## src/sv/assert_macros.svh

```systemverilog
// Assertion macros shared by the decoder RTL.
`ifndef ASSERT_MACROS_SVH
`define ASSERT_MACROS_SVH

// Same-cycle implication, checked on every rising clock edge outside reset.
`define HTW_ASSERT_IMP(label, ante, cons) \
   label: assert property (@(posedge clock) disable iff (reset) (ante) |-> (cons)) \
      else $error("huffman decoder check failed");

// Next-cycle implication.
`define HTW_ASSERT_NXT(label, ante, cons) \
   label: assert property (@(posedge clock) disable iff (reset) (ante) |=> (cons)) \
      else $error("huffman decoder check failed");

`endif

```

## src/sv/htw_pkg.sv

```systemverilog
// Shared types and constants of the Huffman tree-walk decoder.
package htw_pkg;

   localparam int NODE_COUNT = 256;
   localparam int NODE_AW    = $clog2(NODE_COUNT);
   localparam int SYM_W      = 7;
   localparam int BYTE_BITS  = 8;
   localparam int CNT_W      = $clog2(BYTE_BITS + 1);
   localparam int CSR_AW     = 3;
   localparam int CSR_DW     = 32;

   // Register index decoded from the word address
   localparam logic REG_ROOT_INDEX = 1'b0;

   // Request kinds
   localparam logic MODE_LOAD   = 1'b0;
   localparam logic MODE_DECODE = 1'b1;

   // One code tree node as stored in the node memory
   typedef struct packed {
      logic [NODE_AW-1:0] left;
      logic [NODE_AW-1:0] right;
      logic               leaf;
      logic [SYM_W-1:0]   sym;
   } node_type;

   // Bit shifter control and status
   typedef struct packed {
      logic load;
      logic shift;
   } shift_ctl_type;

   typedef struct packed {
      logic cur_bit;
      logic next_bit;
      logic one_left;
   } shift_sts_type;

   typedef enum logic [1:0] {
      ST_IDLE,
      ST_WALK,
      ST_CHILD,
      ST_DONE
   } state_type;

endpackage

```

## src/sv/htw_bit_shift.sv

```systemverilog
// Compressed byte shift register: hands out one bit per step, MSB first.
module htw_bit_shift import htw_pkg::*; (
   input  logic                 clock,
   input  logic                 reset,
   input  shift_ctl_type        ctl,
   input  logic [BYTE_BITS-1:0] data_byte,
   input  logic [CNT_W-1:0]     bit_count,
   output shift_sts_type        sts
);

   logic [BYTE_BITS-1:0] data_ff, data_in;
   logic [CNT_W-1:0]     cnt_ff, cnt_in;

   always_comb begin
      data_in = data_ff;
      cnt_in  = cnt_ff;
      if (ctl.load) begin
         data_in = data_byte;
         cnt_in  = bit_count;
      end else if (ctl.shift) begin
         data_in = {data_ff[BYTE_BITS-2:0], 1'b0};
         cnt_in  = cnt_ff - CNT_W'(1);
      end
   end

   always_ff @(posedge clock) begin
      data_ff <= data_in;
      if (reset) begin
         cnt_ff <= '0;
      end else begin
         cnt_ff <= cnt_in;
      end
   end

   assign sts.cur_bit  = data_ff[BYTE_BITS-1];
   assign sts.next_bit = data_ff[BYTE_BITS-2];
   assign sts.one_left = (cnt_ff == CNT_W'(1));

endmodule

```

## config.mk

```make
export PLATFORM = sky130hd
export DESIGN_NAME = htw_bit_shift
export DESIGN_NICKNAME = d
export VERILOG_FILES = /design/src/sv/assert_macros.svh /design/src/sv/htw_pkg.sv /design/src/sv/htw_bit_shift.sv
export SDC_FILE = /design/constraint.sdc
export NUM_CORES = 1
export LEC_CHECK = 0
export ABC_CLOCK_PERIOD_IN_PS = 2800
export BUFFER_PORTS_ARGS = -buffer_cell sky130_fd_sc_hd__buf_2
export CORE_MARGIN = 4
export CORE_UTILIZATION = 43
export CTS_BUF_LIST = sky130_fd_sc_hd__clkbuf_16
export CTS_CLUSTER_SIZE = 10
export DETAILED_ROUTE_END_ITERATION = 8
export PLACE_DENSITY_LB_ADDON = 0.3
export SYNTH_ARGS = -nofsm -noshare
export SYNTH_HDL_FRONTEND = slang
export SYNTH_SLANG_ARGS = --single-unit
```

## constraint.sdc

```tcl
create_clock -name clock -period 2.8 [get_ports clock]
set_input_delay 0.28 -clock clock [delete_from_list [all_inputs] [get_ports clock]]
set_output_delay 0.28 -clock clock [all_outputs]
set_load 0.005 [all_outputs]
```

==> out/metrics.cfg <==
[placement]
dpl_worst_slack_ns=1.55
io_buffers=18
gp_congestion=0.703
numPlacedInstances=76
hpwl_microns=736

[power_and_ir_drop]
ir_worst_vdd_uv=580
p_per_area_nw_per_um2=697
leakagePower_uw=0.000341

[worst_setup_path]
setup.worst_path.start_class=flop
crit_buf_inv=1
critical-path-top-delay-family=flip-flops
cp_slowest_cell=dfxtp_1
critPathMaxStageDelay_ns=0.42
path_class=flop to primary output
end_kind=primary output
worstPathRequired_ns=2.52
crit_fanout=4
arrival_ns=1.16
crit_chain=ha_1 > nor3b_1 > buf_2

[synth]
synth_compound_area_share_pct=6.68
synth_top_flop_cell=edfxtp_1
postSynthCellCount=47
syn_nets=65
yosysMostFrequentCell=edfxtp_1
synthAdderAreaFrac_pct=4.18
synth.area.mux_share_pct=14.8
syn_area_sq_um=599
synthTopCellsByArea=edfxtp_1, dfxtp_1, mux2_2, ha_1, nor4b_4
synth_seq_cells=12
yosysUniqueCellTypes=19
synth_top_area_share_pct=40.1
syn_area_per_cell_sq_um=12.8
async_reset_ff_share_pct=0
synth.largest_area_cell=edfxtp_1
synth-xor-area-share_pct=4.38
synth_commonest_cells=edfxtp_1, mux2_2, dfxtp_1, inv_1, a21oi_1
synth_edf_count=8
synth_top_family_by_area=multiplexers
ys.warnings.count=0
synth-simple-area-share_pct=9.81
seq_area_frac_synth_pct=53.4

[cells_and_area]
seq_area_sq_um=320
drive_gt1_share_pct=47.7
fillCellCount=118
multi_input_area_sq_um=239
finalCoreUtilization_pct=58.6
layout.cells.non_filler=80
layout.nets=84
diodes=0
syn2layout_area_growth_pct=27.1

[die]
die_h_microns=45.3
fp-row-count=13
initial_core_util_pct=46.1
die_w_microns=45.3
die_area_sq_um=2060
coreArea_sq_um=1300
ios=19

[grt]
grt_pass1_vias=411
grt_pass1_wl_mm=1.57
grt_use_total_pct=10.7
grt_overflow=0
grt_max_degree=17
antenna_found_initial=0

[clock_network]
hold_buffers=0
htree_levels=1
ctsRootBufferMaster=clkbuf_16
cts_sinks=12
postCtsSetupBuffers=0
cts_max_path_buffers=2
cts_inserted_buffers=3
cts_tree=built
path_clk_slew_ns=0.04
post_cts_resized=0
clk_latency_ns=0.23

[sta]
rsz0062_at_grt=false
finalSetupViolCount=0
fin_skew_ns=0.00251
tightestPinTransition_ns=0.321
fin_crit_sh_pct=51.3
fin_setup_tns_ns=0
hold_violations=0
drv_slew=0
setup_ws_ns=1.36
layout_min_cycle_time_ns=1.44
clock.fmax_mhz=697
slew_headroom_pct=78.6

[routing]
vias_per_cell=4.83
drt_first_pass_iters=3
drt_wl_total_microns=969
drc_errors=0
ant_nets=0
drt_iter0_drc=5
routed-via-count=386
wl_per_cell_microns=12.1

[hold_path]
min_path_type=input port to flop

[flow_run]
cap_viol_max_count=0

[status]
status=finished clean

area by class of cell:
class / count / area share [%]
Clock buffer: 3 / 9.85
Clock inverter: 1 / 0.493
Inverter: 4 / 1.97
Multi-Input combinational cell: 27 / 31.4
Sequential cell: 12 / 42.0
Tap cell: 15 / 2.46
Timing Repair Buffer: 18 / 11.8
layer usage:
| layer | vias up | global-route usage, % | part of all wire, % |
|---|---|---|---|
| met5 | - | 0 | 0 |
| met4 | 0 | 5.26 | 0 |
| met3 | 0 | 2.39 | 7.2 |
| met2 | 12 | 17.2 | 48 |
| met1 | 177 | 13.4 | 44 |
| li1 | 197 | - | - |
placed cells by master (no fill, tap or decap), drive strengths merged:
cell and instances:
dfxtp 4, o21a 2, nor4b 1, or2 1, a211o 1, a21oi 3, mux2 7, xor2 2
clkbuf 3, xnor2 1, inv 4, nand2 2, nor3b 1, ha 2, clkinv 1, nor2 2
buf 18, and2 1, mux2i 1, edfxtp 8
where the power goes:
part           switching, uW  internal, uW  leakage, uW
Combinational           23.0          33.1     0.000187
Clock                   67.7           187    0.0000385
Sequential              9.69           210     0.000116
worst register-to-register path: cells and delay by family, from the launching register on:
family	cells	cell delay, ns
DFF	1	0.42
AOI/OAI and AO/OA	2	0.41
buffers and inverters	1	0.07
adders and majority gates	1	0.29
final timing paths:
kind              slack, ns    endpoint        from  cells past startpoint
setup / recovery       1.36      sts[0]   cnt_ff[0]                      3
setup reg to reg       1.54   cnt_ff[1]   cnt_ff[0]                      4
hold reg to reg        0.54  data_ff[4]  data_ff[3]                      1
hold / removal         0.25   cnt_ff[1]       reset                      2
flip-flops by register name, summed over array words and instances, names as in the netlist:
| register | flops |
|---|---|
| cnt_ff | 4 |
| data_ff | 8 |
kinds of logic after synthesis:
kind of cell	Yosys count
DFF	12
adders and majority gates	2
buffers and inverters	8
AOI/OAI and AO/OA	6
and+or+nand+nor	8
muxes	8
xor gates and xnor gates	3
through the flow:
step                instance area (sq um)  hold slack [ns]  total power [uW]
finish                                762            0.254               531
floorplan                             599            0.349               262
global placement                      683            0.502               277
global route                          762            0.262               558
CTS                                   762            0.255               539
detailed placement                    683            0.505               280
No activity file was read; power rests on OpenSTA's default activity.
